## src/design/mexp_pkg.sv

```systemverilog
// Shared types and constants for the modular exponentiation block.
package mexp_pkg;

   localparam int FIELD_WIDTH    = 32;
   localparam int CSR_ADDR_WIDTH = 2;

   localparam logic [CSR_ADDR_WIDTH-1:0] ADDR_MODULUS   = 2'd0;
   localparam logic [FIELD_WIDTH-1:0]    MODULUS_RESET  = 32'd2;

   // Operand selection when a modular multiply is set up.
   localparam logic [1:0] SETUP_NONE     = 2'd0;
   localparam logic [1:0] SETUP_SQUARE   = 2'd1;
   localparam logic [1:0] SETUP_MULTIPLY = 2'd2;

   typedef struct packed {
      logic       load;
      logic       step;
      logic [1:0] setup;
      logic       store_base;
      logic       store_acc;
      logic       exp_shift;
      logic       out_load;
   } cmd_type;

   typedef struct packed {
      logic exp_msb;
   } status_type;

endpackage

```

## src/design/mexp_req_if.sv

```systemverilog
// Input channel carrying a base and an exponent.
interface mexp_req_if;
   logic                             valid;
   logic                             ready;
   logic [mexp_pkg::FIELD_WIDTH-1:0] base_value;
   logic [mexp_pkg::FIELD_WIDTH-1:0] exponent_value;

   modport source (output valid, output base_value, output exponent_value, input ready);
   modport sink   (input valid, input base_value, input exponent_value, output ready);
endinterface

```

## src/design/mexp_rsp_if.sv

```systemverilog
// Result channel carrying one power result.
interface mexp_rsp_if;
   logic                             valid;
   logic                             ready;
   logic [mexp_pkg::FIELD_WIDTH-1:0] power_result;

   modport source (output valid, output power_result, input ready);
   modport sink   (input valid, input power_result, output ready);
endinterface

```

## src/design/modular_exponentiation.sv

```systemverilog
// Top level of the modular exponentiation block with its register port.
//
// This block computes base_value to the power exponent_value modulo the
// modulus register, scanning the exponent from its most significant set bit
// with a square and a conditional multiply per bit. Only the low
// OPERAND_WIDTH bits of the base, the exponent and the modulus are used. An
// exponent of zero gives one modulo the modulus, a modulus of one gives zero,
// and a modulus that is zero in its low OPERAND_WIDTH bits gives zero. The
// block works on one transaction at a time. All arithmetic goes through one
// bit-serial interleaved modular multiplier that takes the multiplier bits
// one at a time. A transaction first reduces the base, then for each exponent
// bit from the top set bit downwards squares and, when the bit is set, also
// multiplies, after stepping over any leading zero bits; it ends by loading
// the result register. A finished result waits in an output register, and
// the next transaction is accepted while it waits. The modulus is written
// through the APB-style port at byte address 0 and resets to 2; it should
// only be written while no transaction is in flight.
module modular_exponentiation #(
   parameter int OPERAND_WIDTH = 32
) (
   input  logic                                clock,
   input  logic                                reset,
   mexp_req_if.sink                            req_port,
   mexp_rsp_if.source                          rsp_port,
   input  logic                                csr_psel,
   input  logic                                csr_penable,
   input  logic                                csr_pwrite,
   input  logic [mexp_pkg::CSR_ADDR_WIDTH-1:0] csr_paddr,
   input  logic [mexp_pkg::FIELD_WIDTH-1:0]    csr_pwdata,
   output logic [mexp_pkg::FIELD_WIDTH-1:0]    csr_prdata,
   output logic                                csr_pready
);

   mexp_pkg::cmd_type    cmd;
   mexp_pkg::status_type status;

   logic [mexp_pkg::FIELD_WIDTH-1:0] modulus_ff, modulus_in;
   logic                             csr_write;

   // The register port never stalls; a write lands in the access cycle.
   assign csr_pready = 1'b1;
   assign csr_write  = csr_psel && csr_penable && csr_pwrite &&
                       (csr_paddr == mexp_pkg::ADDR_MODULUS);
   assign modulus_in = csr_write ? csr_pwdata : modulus_ff;
   assign csr_prdata = (csr_paddr == mexp_pkg::ADDR_MODULUS) ? modulus_ff : '0;

   always_ff @(posedge clock) begin
      if (reset) begin
         modulus_ff <= mexp_pkg::MODULUS_RESET;
      end else begin
         modulus_ff <= modulus_in;
      end
   end

   // The controller sequences the reduction, squares and multiplies.
   mexp_ctrl #(
      .OPERAND_WIDTH (OPERAND_WIDTH)
   ) u_ctrl (
      .clock     (clock),
      .reset     (reset),
      .req_valid (req_port.valid),
      .req_ready (req_port.ready),
      .rsp_ready (rsp_port.ready),
      .rsp_valid (rsp_port.valid),
      .status    (status),
      .cmd       (cmd)
   );

   // The datapath holds the operands, the multiplier and the output register.
   mexp_dp #(
      .OPERAND_WIDTH (OPERAND_WIDTH)
   ) u_dp (
      .clock          (clock),
      .cmd            (cmd),
      .status         (status),
      .modulus_value  (modulus_ff),
      .base_value     (req_port.base_value),
      .exponent_value (req_port.exponent_value),
      .power_result   (rsp_port.power_result)
   );

endmodule

```

## src/design/mexp_ctrl.sv

```systemverilog
// Sequencing state machine for the square-and-multiply exponentiation.
module mexp_ctrl #(
   parameter int OPERAND_WIDTH = 32
) (
   input  logic                 clock,
   input  logic                 reset,
   input  logic                 req_valid,
   output logic                 req_ready,
   input  logic                 rsp_ready,
   output logic                 rsp_valid,
   input  mexp_pkg::status_type status,
   output mexp_pkg::cmd_type    cmd
);

   localparam int CW = $clog2(OPERAND_WIDTH);
   localparam int BW = $clog2(OPERAND_WIDTH + 1);

   localparam logic [3:0] ST_IDLE    = 4'd0;
   localparam logic [3:0] ST_REDUCE  = 4'd1;
   localparam logic [3:0] ST_RED_END = 4'd2;
   localparam logic [3:0] ST_SCAN    = 4'd3;
   localparam logic [3:0] ST_SQUARE  = 4'd4;
   localparam logic [3:0] ST_SQ_END  = 4'd5;
   localparam logic [3:0] ST_MUL_SET = 4'd6;
   localparam logic [3:0] ST_MULT    = 4'd7;
   localparam logic [3:0] ST_MUL_END = 4'd8;
   localparam logic [3:0] ST_FINISH  = 4'd9;

   logic [3:0]    state_ff, state_in;
   logic [CW-1:0] mul_cnt_ff, mul_cnt_in;
   logic [BW-1:0] bit_cnt_ff, bit_cnt_in;
   logic          started_ff, started_in;
   logic          rsp_valid_ff, rsp_valid_in;
   logic          mul_last;

   assign mul_last  = (mul_cnt_ff == CW'(OPERAND_WIDTH - 1));
   assign req_ready = (state_ff == ST_IDLE);
   assign rsp_valid = rsp_valid_ff;

   always_comb begin
      state_in     = state_ff;
      mul_cnt_in   = mul_cnt_ff;
      bit_cnt_in   = bit_cnt_ff;
      started_in   = started_ff;
      rsp_valid_in = rsp_valid_ff && !rsp_ready;
      cmd          = '0;
      case (state_ff)
         ST_IDLE: begin
            if (req_valid) begin
               cmd.load   = 1'b1;
               mul_cnt_in = '0;
               bit_cnt_in = '0;
               started_in = 1'b0;
               state_in   = ST_REDUCE;
            end
         end
         ST_REDUCE, ST_SQUARE, ST_MULT: begin
            cmd.step = 1'b1;
            if (mul_last) begin
               mul_cnt_in = '0;
               if (state_ff == ST_REDUCE) begin
                  state_in = ST_RED_END;
               end else if (state_ff == ST_SQUARE) begin
                  state_in = ST_SQ_END;
               end else begin
                  state_in = ST_MUL_END;
               end
            end else begin
               mul_cnt_in = mul_cnt_ff + 1'b1;
            end
         end
         ST_RED_END: begin
            cmd.store_base = 1'b1;
            state_in       = ST_SCAN;
         end
         ST_SCAN: begin
            if (bit_cnt_ff == BW'(OPERAND_WIDTH)) begin
               state_in = ST_FINISH;
            end else if (!started_ff && !status.exp_msb) begin
               // Leading zero bits leave the accumulator at one mod m.
               cmd.exp_shift = 1'b1;
               bit_cnt_in    = bit_cnt_ff + 1'b1;
            end else begin
               cmd.setup  = mexp_pkg::SETUP_SQUARE;
               started_in = 1'b1;
               state_in   = ST_SQUARE;
            end
         end
         ST_SQ_END: begin
            cmd.store_acc = 1'b1;
            if (status.exp_msb) begin
               state_in = ST_MUL_SET;
            end else begin
               cmd.exp_shift = 1'b1;
               bit_cnt_in    = bit_cnt_ff + 1'b1;
               state_in      = ST_SCAN;
            end
         end
         ST_MUL_SET: begin
            cmd.setup = mexp_pkg::SETUP_MULTIPLY;
            state_in  = ST_MULT;
         end
         ST_MUL_END: begin
            cmd.store_acc = 1'b1;
            cmd.exp_shift = 1'b1;
            bit_cnt_in    = bit_cnt_ff + 1'b1;
            state_in      = ST_SCAN;
         end
         ST_FINISH: begin
            if (!rsp_valid_ff || rsp_ready) begin
               cmd.out_load = 1'b1;
               rsp_valid_in = 1'b1;
               state_in     = ST_IDLE;
            end
         end
         default: begin
            state_in = ST_IDLE;
         end
      endcase
   end

   always_ff @(posedge clock) begin
      if (reset) begin
         state_ff     <= ST_IDLE;
         mul_cnt_ff   <= '0;
         bit_cnt_ff   <= '0;
         started_ff   <= 1'b0;
         rsp_valid_ff <= 1'b0;
      end else begin
         state_ff     <= state_in;
         mul_cnt_ff   <= mul_cnt_in;
         bit_cnt_ff   <= bit_cnt_in;
         started_ff   <= started_in;
         rsp_valid_ff <= rsp_valid_in;
      end
   end

endmodule

```

## src/design/mexp_dp.sv

```systemverilog
// Datapath: operand registers and a bit-serial interleaved modular multiplier.
module mexp_dp #(
   parameter int OPERAND_WIDTH = 32
) (
   input  logic                             clock,
   input  mexp_pkg::cmd_type                cmd,
   output mexp_pkg::status_type             status,
   input  logic [mexp_pkg::FIELD_WIDTH-1:0] modulus_value,
   input  logic [mexp_pkg::FIELD_WIDTH-1:0] base_value,
   input  logic [mexp_pkg::FIELD_WIDTH-1:0] exponent_value,
   output logic [mexp_pkg::FIELD_WIDTH-1:0] power_result
);

   localparam int W  = OPERAND_WIDTH;
   localparam int FW = mexp_pkg::FIELD_WIDTH;

   logic [W-1:0]  m_ff, m_in;
   logic [W-1:0]  exp_ff, exp_in;
   logic [W-1:0]  base_ff, base_in;
   logic [W-1:0]  acc_ff, acc_in;
   logic [W-1:0]  x_ff, x_in;
   logic [W-1:0]  y_ff, y_in;
   logic [W-1:0]  r_ff, r_in;
   logic [FW-1:0] result_ff, result_in;

   logic [W-1:0] m_new;
   logic [W-1:0] one_mod;
   logic [W:0]   dbl;
   logic [W:0]   dbl_red;
   logic [W:0]   sum;
   logic [W:0]   sum_red;
   logic [W-1:0] step_r;

   // One mod m: zero for a modulus of one, else one.
   assign m_new   = modulus_value[W-1:0];
   assign one_mod = (m_new == W'(1)) ? '0 : W'(1);

   // r <- 2r mod m, then add x when the current multiplier bit is set.
   // x is always below m, so one conditional subtraction suffices each time.
   always_comb begin
      dbl     = {r_ff, 1'b0};
      dbl_red = (dbl >= {1'b0, m_ff}) ? (dbl - {1'b0, m_ff}) : dbl;
      sum     = {1'b0, dbl_red[W-1:0]} + {1'b0, x_ff};
      sum_red = (sum >= {1'b0, m_ff}) ? (sum - {1'b0, m_ff}) : sum;
      step_r  = y_ff[W-1] ? sum_red[W-1:0] : dbl_red[W-1:0];
   end

   assign status.exp_msb = exp_ff[W-1];
   assign power_result   = result_ff;

   always_comb begin
      m_in      = m_ff;
      exp_in    = exp_ff;
      base_in   = base_ff;
      acc_in    = acc_ff;
      x_in      = x_ff;
      y_in      = y_ff;
      r_in      = r_ff;
      result_in = result_ff;
      if (cmd.load) begin
         // Base reduction is the product one * base mod m.
         m_in   = m_new;
         exp_in = exponent_value[W-1:0];
         y_in   = base_value[W-1:0];
         x_in   = one_mod;
         acc_in = one_mod;
         r_in   = '0;
      end else begin
         if (cmd.step) begin
            r_in = step_r;
            y_in = {y_ff[W-2:0], 1'b0};
         end
         case (cmd.setup)
            mexp_pkg::SETUP_SQUARE: begin
               x_in = acc_ff;
               y_in = acc_ff;
               r_in = '0;
            end
            mexp_pkg::SETUP_MULTIPLY: begin
               x_in = acc_ff;
               y_in = base_ff;
               r_in = '0;
            end
            default: begin
            end
         endcase
         if (cmd.store_base) begin
            base_in = r_ff;
         end
         if (cmd.store_acc) begin
            acc_in = r_ff;
         end
         if (cmd.exp_shift) begin
            exp_in = {exp_ff[W-2:0], 1'b0};
         end
         if (cmd.out_load) begin
            // A zero modulus has no residue and gives zero.
            result_in = (m_ff == '0) ? '0 : FW'(acc_ff);
         end
      end
   end

   always_ff @(posedge clock) begin
      m_ff      <= m_in;
      exp_ff    <= exp_in;
      base_ff   <= base_in;
      acc_ff    <= acc_in;
      x_ff      <= x_in;
      y_ff      <= y_in;
      r_ff      <= r_in;
      result_ff <= result_in;
   end

endmodule

```

## src/flat_wrapper.sv

```systemverilog
// flat-port wrapper written by rule: the top's interface ports become plain ports
module modular_exponentiation_flat 
#(
   parameter int OPERAND_WIDTH = 32
)
  (clock, reset, csr_psel, csr_penable, csr_pwrite, csr_paddr, csr_pwdata, csr_prdata, csr_pready, req_port_valid, req_port_base_value, req_port_exponent_value, req_port_ready, rsp_port_valid, rsp_port_power_result, rsp_port_ready);
  mexp_req_if req_port_i ();
  mexp_rsp_if rsp_port_i ();
  input  logic clock;
  input  logic reset;
  input  logic csr_psel;
  input  logic csr_penable;
  input  logic csr_pwrite;
  input  logic [mexp_pkg::CSR_ADDR_WIDTH-1:0] csr_paddr;
  input  logic [mexp_pkg::FIELD_WIDTH-1:0] csr_pwdata;
  output logic [mexp_pkg::FIELD_WIDTH-1:0] csr_prdata;
  output logic csr_pready;
  input wire logic [$bits(req_port_i.valid)-1:0] req_port_valid;
  input wire logic [$bits(req_port_i.base_value)-1:0] req_port_base_value;
  input wire logic [$bits(req_port_i.exponent_value)-1:0] req_port_exponent_value;
  output wire logic [$bits(req_port_i.ready)-1:0] req_port_ready;
  output wire logic [$bits(rsp_port_i.valid)-1:0] rsp_port_valid;
  output wire logic [$bits(rsp_port_i.power_result)-1:0] rsp_port_power_result;
  input wire logic [$bits(rsp_port_i.ready)-1:0] rsp_port_ready;
  assign req_port_i.valid = req_port_valid;
  assign req_port_i.base_value = req_port_base_value;
  assign req_port_i.exponent_value = req_port_exponent_value;
  assign req_port_ready = req_port_i.ready;
  assign rsp_port_valid = rsp_port_i.valid;
  assign rsp_port_power_result = rsp_port_i.power_result;
  assign rsp_port_i.ready = rsp_port_ready;
  modular_exponentiation #(.OPERAND_WIDTH(OPERAND_WIDTH)) u_core (.clock(clock), .reset(reset), .req_port(req_port_i), .rsp_port(rsp_port_i), .csr_psel(csr_psel), .csr_penable(csr_penable), .csr_pwrite(csr_pwrite), .csr_paddr(csr_paddr), .csr_pwdata(csr_pwdata), .csr_prdata(csr_prdata), .csr_pready(csr_pready));
endmodule
```

## config.mk

```make
export PLATFORM = sky130hd
export DESIGN_NAME = modular_exponentiation_flat
export DESIGN_NICKNAME = d
export VERILOG_FILES = /design/src/design/mexp_pkg.sv /design/src/design/mexp_req_if.sv /design/src/design/mexp_rsp_if.sv /design/src/design/modular_exponentiation.sv /design/src/design/mexp_ctrl.sv /design/src/design/mexp_dp.sv /design/src/flat_wrapper.sv
export SDC_FILE = /design/constraint.sdc
export NUM_CORES = 1
export LEC_CHECK = 0
export ABC_AREA = 1
export BUFFER_PORTS_ARGS = -buffer_cell sky130_fd_sc_hd__clkbuf_2
export CAP_MARGIN = 20
export CORE_UTILIZATION = 44
export DETAILED_ROUTE_END_ITERATION = 10
export PLACE_DENSITY = 0.7
export SETUP_SLACK_MARGIN = 0.15
export SLEW_MARGIN = 0
export SYNTH_ARGS = -nofsm -noshare
export SYNTH_HDL_FRONTEND = slang
export SYNTH_SLANG_ARGS = --single-unit
```

## constraint.sdc

```tcl
create_clock -name clock -period 5.8 [get_ports clock]
set_input_delay 1.45 -clock clock [delete_from_list [all_inputs] [get_ports clock]]
set_output_delay 1.45 -clock clock [all_outputs]
set_load 0.005 [all_outputs]
```

; Word level (Yosys, flattened, before mapping)
; Cells that the tools add are included.
[totals]
regBits = 305
input_bits = 105
output_inout_bits = 67
[classes]
mux = 51
magnitude_cmp = 2
n_eq_ne = 22
bitwise = 1
reduce_logical = 31
add_sub_neg = 5
[ops]
columns = op, count
row1 = $mux 32, 12
row2 = $ge 33x32->1, 2
row3 = $pmux 32 s2, 1
row4 = $sub 32x32->32, 2
row5 = $add 32x32->33, 1
row6 = $eq 32x1->1 const B, 1
row7 = $logic_not 32->1, 1
row8 = $mux 4, 7
row9 = $pmux 4 s7, 1
row10 = $mux 6, 4
row11 = $pmux 6 s4, 1
row12 = $mux 1, 18
row13 = $eq 4x3->1 const B, 4
row14 = $ne 2x2->1 const B, 7
row15 = $mux 5, 2
row16 = $pmux 5 s2, 1
row17 = $reduce_bool 2->1, 5
row18 = $eq 4x2->1 const B, 2
row19 = $eq 4x4->1 const B, 2
row20 = $reduce_and 4->1, 2
row21 = $reduce_bool 4->1, 2
row22 = $add 6x1->6 const B, 1
row23 = $eq 6x6->1 const B, 1
row24 = $reduce_and 2->1, 3
row25 = other kinds (19), 29

; Logic depth before layout (Yosys ltp)
; Gate-level depths: netlist of run 1.
[depth]
ltp_word = 9
mapped_depth = 45
depth_no_buf = 44

; Cells and area by module
; A second synthesis of run 1 with hierarchy kept.
[hier_totals]
hier_cells = 3110
area_unflattened_um2 = 21390.5
[modules_own_cells]
columns = module, cells_per_inst, seq_area_each_um2, area_each_um2, n_inst
row1 = mexp_dp, 2639, 7367.1, 18574.1, 1
row2 = modular_exponentiation, 281, 640.6, 1680.4, 1
row3 = mexp_ctrl, 190, 340.3, 1136.1, 1

; Worst setup path before layout of run 1
; No wires, ideal clock.
[synth_timing]
kind = reg2reg
startpoint = reg u_core.u_dp.m_ff[1]
endpoint = reg u_core.u_dp.r_ff[21]
stages_incl_launch_ff = 33
path_buffers = 2
path_slack_ns = 1.008
synth_period_minus_slack_ns = 4.792
t_arrival_ns = 4.675
path_cell_list = edfxtp_1 > inv_1 > ha_1 > ha_1 > nand2_1 > nor2_1 > nand4_1 > nor3_2 > nor2_2 > buf_2 > nand3_1 > and2_1 > ha_1 > or2_2 > nand3_1 > nand2_1 > nand2_1 > nand2_1 > nand2_1 > nand3_1 > nand2_1 > inv_1 > ha_1 > nand2_1 > nor2_1 > inv_1 > nor3_1 > nand2_4 > buf_2 > a21oi_1 > nor2_1 > nor2_1 > nor2_1
[synth_between]
elab_chain_cells = 6
elab_cells_between_ends = 8
[synth_lines]
columns = element, line
row1 = "start, declared", mexp_dp.sv:17  ; logic [W-1:0] m_ff, m_in;
row2 = "start signal, assigned", mexp_dp.sv:104  ; m_ff <= m_in;
row3 = $sub 32x32->32 / $ge 33x32->1 (equally long branches), mexp_dp.sv:42  ; dbl_red = (dbl >= {1'b0, m_ff}) ? (dbl - {1'b0, m_ff}) : dbl;
row4 = $mux 32, mexp_dp.sv:42
row5 = $add 32x32->33, mexp_dp.sv:43  ; sum = {1'b0, dbl_red[W-1:0]} + {1'b0, x_ff};
row6 = $sub 32x32->32 / $ge 33x32->1 (equally long branches), mexp_dp.sv:44  ; sum_red = (sum >= {1'b0, m_ff}) ? (sum - {1'b0, m_ff}) : sum;
row7 = $mux 32, mexp_dp.sv:44
row8 = $mux 32 *, mexp_dp.sv:45  ; step_r = y_ff[W-1] ? sum_red[W-1:0] : dbl_red[W-1:0];
row9 = "end signal, assigned", mexp_dp.sv:110  ; r_ff <= r_in;
row10 = "end, declared", mexp_dp.sv:23  ; logic [W-1:0] r_ff, r_in;
; Every way passes the cells marked *; elsewhere a longest branch is shown, timed or not.
; A chain may end at the register's enable or synchronous reset.

; Final worst setup path of run 1
[layout_timing]
startpoint = reg u_core.u_dp.m_ff[5]
endpoint = reg u_core.u_dp.r_ff[15]
; The elaborated chain is that of the path after synthesis.

==> results by group, run 1 <==
Run status
  • Outcome: completed

Detailed routing
  • # DRC: 0
  • Post-route ant nets: 0
  • Starting DRC count in detailed routing: 2,101
  • Number of vias per cell: 5.05
  • DR pass1 iterations: 6
  • Via count: 22,400
  • Wire per inst: 17.3 um
  • Final WL: 76.6 mm

Worst setup path
  • Req. time, crit path: 6.26 ns
  • CP delay by family, top: simple AND/OR/NAND/NOR gates
  • Worst EP arrival: 6.03 ns
  • R2r setup slk: 0.23 ns
  • Crit start category: flip-flop
  • CP max stage cell: edfxtp_1
  • CP Buf/Inv Count: 10
  • Crit path largest cell delay: 0.43 ns
  • CP Class: flip-flop to flip-flop
  • Top cell by count, worst path: nand2_1
  • Worst-path maximum fanout: 21
  • Critical Path Sink Type: flip-flop

Cells and area
  • Area Overhead vs Synth: 32.9%
  • Finished Core Util: 59.2%
  • Post-layout nets: 3,942
  • Ant. Diodes: 0
  • FILL cells: 4,452
  • Fraction of layout cells with a size suffix above 1: 25.7%

Yosys
  • Mapped Avg Cell Area: 6.78 um^2
  • Ys Warns: 0
  • Cells after synthesis: 3,213
  • Adder-cell area share of the yosys netlist: 6.13%
  • Post-synthesis xor/xnor area fraction: 1.85%
  • Unique masters post-synth: 48
  • Seq/Total Area, Yosys: 38.3%
  • Flop and latch count out of synthesis: 305
  • Synthesized area: 0.0218 mm^2
  • Post-Synth Simple-Gate Area: 33.9%
  • Mapped Nets: 3,423
  • Post-synthesis compound-gate area fraction: 6.92%
  • Mux cell area share after synthesis: 0%
  • Largest family of logic cells by synthesized area: simple AND/OR/NAND/NOR gates

Clock network
  • Clock slew at reported path FFs: 0.06 ns
  • Worst-Skew Late Latency: 0.58 ns
  • H-tree depth: 2
  • CTS Buffer Depth: 3
  • CTS tree: built
  • Num CTS Buffers: 37
  • # hold bufs at CTS: 0
  • Root buf cell: clkbuf_16
  • CTS sink count: 305

Floorplan
  • Core footprint: 0.0490 mm^2
  • Initial Util: 44.5%
  • Die area: 0.0504 mm^2
  • Die Y: 225 um
  • Number of core rows: 81
  • Io pins: 172
  • DIE WIDTH: 225 um

Worst hold path
  • Hold Path Class: flip-flop to flip-flop

Flow run
  • Maxcap violations: 0

STA
  • Unrepaired setup endpoints after global routing: true
  • Least-Margin Pin Slew: 1.00 ns
  • Fin. max-slew vios: 0
  • Max Fclk: 0.180 GHz
  • Final Skew: 0.0383 ns
  • # setup viols final: 0
  • Final critical-path share of the clock period: 96.0%
  • Hold Vio Cnt, Final: 0
  • Tmin final: 5.57 ns
  • Slew HR: 33.2%

Global route
  • GRT Total Usage: 28.9%
  • Grt ovf: 0
  • Vias in the first global route: 20,200
  • Largest net degree at the start of global routing: 99
  • Initial antenna violation count: 0
  • Global-route wire length before repair: 111 mm

Placed design
  • GPL Wtd Cong: 1.08
  • Detail Placement HPWL: 59.1 mm
  • PortBufs: 170
[metrics by stage]
step                worst slack (ns)  TNS [ns]  cell area, um^2  cells  hold slack [ns]
floorplan                       1.01         0            21800   3213            0.408
global placement              -0.564    -15.68            25700   4310            0.418
detailed placement            -0.528    -13.97            25700   4311            0.415
CTS                            0.129         0            27200   4381            0.424
global route                 0.00374         0            29000   4425            0.427
finish                         0.231         0            29000   4425            0.423
[layout make-up]
| class | instances | area (um^2) | area share, % |
|---|---|---|---|
| clock buffer | 46 | 980 | 3.38 |
| clock inverter | 22 | 214 | 0.739 |
| inverter | 622 | 2340 | 8.09 |
| multi-input combinational | 2204 | 12200 | 42.0 |
| sequential | 305 | 8360 | 28.8 |
| tap | 664 | 831 | 2.87 |
| timing repair buffer | 562 | 4090 | 14.1 |
[path summary, 6_finish.rpt]
check                                                  startpoint  depth (start not counted)                                 to
worst min-delay path            u_core.modulus_ff[0]$_SDFFE_PP0P_                          0      u_core.u_dp.m_ff[0]$_DFFE_PP_
worst max-delay path                u_core.u_dp.m_ff[5]$_DFFE_PP_                         38  u_core.u_dp.r_ff[15]$_SDFFE_PP0P_
worst min register to register  u_core.modulus_ff[0]$_SDFFE_PP0P_                          0      u_core.u_dp.m_ff[0]$_DFFE_PP_
worst max register to register      u_core.u_dp.m_ff[5]$_DFFE_PP_                         38  u_core.u_dp.r_ff[15]$_SDFFE_PP0P_
[registers in the layout, summed over array words and instances (netlist names)]
name and count:
u_core.modulus_ff 32, u_core.u_dp.acc_ff 32, u_core.u_dp.base_ff 32, u_core.u_dp.exp_ff 32
u_core.u_dp.m_ff 32, u_core.u_dp.power_result 32, u_core.u_dp.r_ff 32, u_core.u_dp.x_ff 32
u_core.u_dp.y_ff 32, u_core.u_ctrl.bit_cnt_ff 6, u_core.u_ctrl.mul_cnt_ff 5, u_core.u_ctrl.state_ff 4
u_core.u_ctrl.rsp_valid 1, u_core.u_ctrl.started_ff 1
[Yosys cell counts, drive strengths merged]
library cell	count	area share [%]
a211oi	3	0.10
a21oi	124	2.9
a31oi	31	0.89
and2	37	1.1
and3	2	0.057
buf	39	1.4
clkbuf	46	0.79
conb	1	0.017
dfxtp	81	7.4
edfxtp	224	31
fa	3	0.28
ha	102	5.9
inv	622	11
nand2	1127	20
nand3	165	3.9
nand3b	17	0.59
nand4	22	0.66
nor2	345	6.1
nor3	33	0.80
nor3b	1	0.034
nor4	16	0.46
o211ai	2	0.092
o21a	4	0.14
o21ai	107	2.5
o21bai	9	0.31
o311a	1	0.046
or2	3	0.086
xnor2	13	0.52
xor2	33	1.3
[placed cells by master, fill, tap and decap left out, drive strengths merged]
cell type,instances
xnor2,13
nor3b,1
nand3,165
conb,1
clkinvlp,6
a21oi,124
a31oi,31
inv,627
nand4,22
clkbuf,221
nor3,33
a211oi,3
and2,37
o311a,1
nor4,16
and3,2
bufinv,2
o211ai,2
fa,3
ha,102
dfxtp,81
or2,3
nand2,1130
buf,387
o21a,4
edfxtp,224
o21ai,107
clkinv,9
xor2,33
o21bai,9
nor2,345
nand3b,17
[cell families (layout without fill, tap and decap cells)]
| kind of cell | count (synthesis) | after routing |
|---|---|---|
| and+or+nand+nor | 1768 | 1771 |
| xor gates and xnor gates | 46 | 46 |
| adders and majority gates | 105 | 105 |
| DFF | 305 | 305 |
| AOI/OAI and AO/OA | 281 | 281 |
| buffers and inverters | 707 | 1252 |
| other | 1 | 1 |
[layer usage]
layer	vias up	wire, um	share of wire (%)	track usage, %
li1	11000	-	-	-
met5	-	0	0	0
met3	195	6020	7.9	4.25
met2	870	34700	45	46.6
met1	10300	32300	42	38.7
met4	0	3620	4.7	12.0
[repair_timing]
action,4_1_cts,5_1_grt
cloned,0,9
gates resized for setup,46,257
endpoints found under the setup margin,32,32
setup buffers,2,32
pin swaps,3,39
Power of run 1 is left out: the tool's default activity adds up to more than one toggle a clock period on the data nets, which glitch-free logic cannot reach.
==> run 2, diff against run 1 <==
Settings changed: CTS_BUF_LIST from default to sky130_fd_sc_hd__clkbuf_8, SLEW_MARGIN 0 to default.
==> run 2 against run 1 <==
  * Worst hold slack lost 0.0063 ns
  * Sequential cell count is the same
  * Largest cell class unchanged
  * Non-clock buffer count grew 10
  * Sequential share of layout area shrank 0.18 points
  * Critical path type unchanged
  * Design area grew 0.59%
  * Count of clock-buffer cells in the layout grew 7
  * Register-to-register slack gained 0.12 ns
  * Worst setup slack gained 0.12 ns
  * Die area is the same
==> results by group, run 2 (synthesis gave the netlist of run 1 again) <==
Cells and area
  • Commonest cells after routing, fill and taps aside: nand2_1 (993), inv_1 (587), buf_4 (372), nor2_1 (299), edfxtp_1 (224) (was nand2_1 (1,010), inv_1 (580), buf_4 (370), nor2_1 (304), edfxtp_1 (224))
  • Post-layout nets: 3,966 (was 3,942)
  • Sequential cell area: 0.00835 mm^2 (was 0.00836 mm^2)
  • Fraction of layout cells with a size suffix above 1: 27.3% (was 25.7%)
  • Most common cell after layout, fill and taps aside: nand2_1 (unchanged)
  • Final Cell Area: 0.0291 mm^2 (was 0.0290 mm^2)
  • Area Overhead vs Synth: 33.6% (was 32.9%)
  • FILL cells: 4,417 (was 4,452)
  • Multi-input gate area: 0.0124 mm^2 (was 0.0122 mm^2)

Clock network
  • Num CTS Buffers: 51 (was 37)
  • Worst-Skew Late Latency: 0.66 ns (was 0.58 ns)
  • CTS tree: built (unchanged)
  • Clock slew at reported path FFs: 0.08 ns (was 0.06 ns)
  • # hold bufs at CTS: 0 (unchanged)
  • CTS sink count: 305 (unchanged)
  • CTS Buffer Depth: 3 (unchanged)
  • H-tree depth: 2 (unchanged)
  • Root buf cell: clkbuf_8 (was clkbuf_16)

Worst setup path
  • CP Class: flip-flop to flip-flop (unchanged)
  • Req. time, crit path: 6.38 ns (was 6.26 ns)
  • Critical Path Sink Type: flip-flop (unchanged)
  • Top cell by count, worst path: nand2_2 (was nand2_1)
  • Worst-path maximum fanout: 5 (was 21)
  • Worst EP arrival: 6.03 ns (about the same)
  • Crit path largest cell delay: 0.43 ns (about the same)
  • Crit start category: flip-flop (unchanged)
  • CP max stage cell: edfxtp_1 (unchanged)

Floorplan
  • DIE WIDTH: 225 um (unchanged)
  • Die area: 0.0504 mm^2 (unchanged)
  • Initial Util: 44.5% (unchanged)
  • Die Y: 225 um (unchanged)
  • Core footprint: 0.0490 mm^2 (unchanged)
  • Io pins: 172 (unchanged)
  • Number of core rows: 81 (unchanged)

STA
  • Final critical-path share of the clock period: 93.9% (was 96.0%)
  • # setup viols final: 0 (unchanged)
  • Hold Vio Cnt, Final: 0 (unchanged)
  • Setup WS post-layout: 0.353 ns (was 0.231 ns)
  • Fin Hold WS: 0.416 ns (was 0.423 ns)
  • Final Skew: 0.0249 ns (was 0.0383 ns)
  • Slew HR: 24.9% (was 33.2%)
  • Max Fclk: 0.184 GHz (was 0.180 GHz)
  • Unrepaired setup endpoints after global routing: false (was true)
  • Tmin final: 5.45 ns (was 5.57 ns)
  • Fin. max-slew vios: 0 (unchanged)
  • Least-Margin Pin Slew: 1.12 ns (was 1.00 ns)

Detailed routing
  • # DRC: 0 (unchanged)
  • Post-route ant nets: 0 (unchanged)
  • Wire per inst: 17.2 um (was 17.3 um)
  • Starting DRC count in detailed routing: 1,888 (was 2,101)
  • Via count: 22,500 (was 22,400)
  • DR pass1 iterations: 6 (unchanged)
  • Final WL: 76.5 mm (was 76.6 mm)
  • Number of vias per cell: 5.04 (was 5.05)

Flow run
  • Maxcap violations: 0 (unchanged)

Worst hold path
  • Hold Path Class: flip-flop to flip-flop (unchanged)

Global route
  • GRT Total Usage: 29.0% (was 28.9%)
  • Vias in the first global route: 20,300 (was 20,200)
  • Largest net degree at the start of global routing: 99 (unchanged)
  • Grt ovf: 0 (unchanged)
  • Initial antenna violation count: 1 (was 0)
  • Global-route wire length before repair: 111 mm (about the same)

Placed design
  • PortBufs: 170 (unchanged)
  • DP Area: 0.0257 mm^2 (unchanged)
  • Placement Setup Slack: -0.528 ns (unchanged)
  • GPL Wtd Cong: 1.08 (unchanged)
  • Detail Placement HPWL: 59.1 mm (unchanged)

Run status
  • Outcome: completed (unchanged)
[run 2: final timing paths]
path,from,to,slack (ns),cells past startpoint
max,u_core.u_dp.m_ff[5]$_DFFE_PP_,u_core.u_dp.r_ff[26]$_SDFFE_PP0P_,0.35,43
min,u_core.modulus_ff[0]$_SDFFE_PP0P_,u_core.u_dp.m_ff[0]$_DFFE_PP_,0.42,0
max reg2reg,u_core.u_dp.m_ff[5]$_DFFE_PP_,u_core.u_dp.r_ff[26]$_SDFFE_PP0P_,0.35,43
min reg2reg,u_core.modulus_ff[0]$_SDFFE_PP0P_,u_core.u_dp.m_ff[0]$_DFFE_PP_,0.42,0
[run 2: cell type report]
class	instances	share of cell area, %
flip-flops and latches	305	28.7
well taps	664	2.85
inverters	622	8.06
diodes	1	0.00859
multi-input cells	2204	42.5
clock inverters	37	0.833
clock buffers	53	2.50
repair buffers	572	14.6
[run 2: worst max-delay path: cells and delay by family, from the launching register on]
family / cells / cell delay [ns]
and+or+nand+nor: 29 / 2.75
xor gates and xnor gates: 1 / 0.13
buffers and inverters: 10 / 1.12
DFF: 1 / 0.43
adders and majority gates: 3 / 0.90
[run 2: routing by layer]
metal  wire (um)  vias to the layer above  GRT usage [%]
met5           0                        -              0
met4        3700                        0           13.0
met3        6510                      195           5.63
met2       34500                      904           46.4
met1       31800                    10300           37.9
li1            -                    11100              -
[run 2: stage by stage]
step / util, % / instances / setup TNS, ns
3_5_place_dp: 52.6 / 4311 / -13.97
4_1_cts: 55.5 / 4404 / 0
5_1_grt: 59.5 / 4458 / 0
2_1_floorplan: - / 3213 / 0
6_report: 59.5 / 4458 / 0
3_3_place_gp: 52.6 / 4310 / -15.68
[run 2: what timing repair did]
| action | in CTS | in global routing |
|---|---|---|
| setup endpoints to repair | 32 | 32 |
| setup buffers | 2 | 39 |
| resized for setup | 70 | 295 |
| cloned | 1 | 12 |
| pin swaps | 6 | 67 |
Power of run 2 is left out for the same reason.
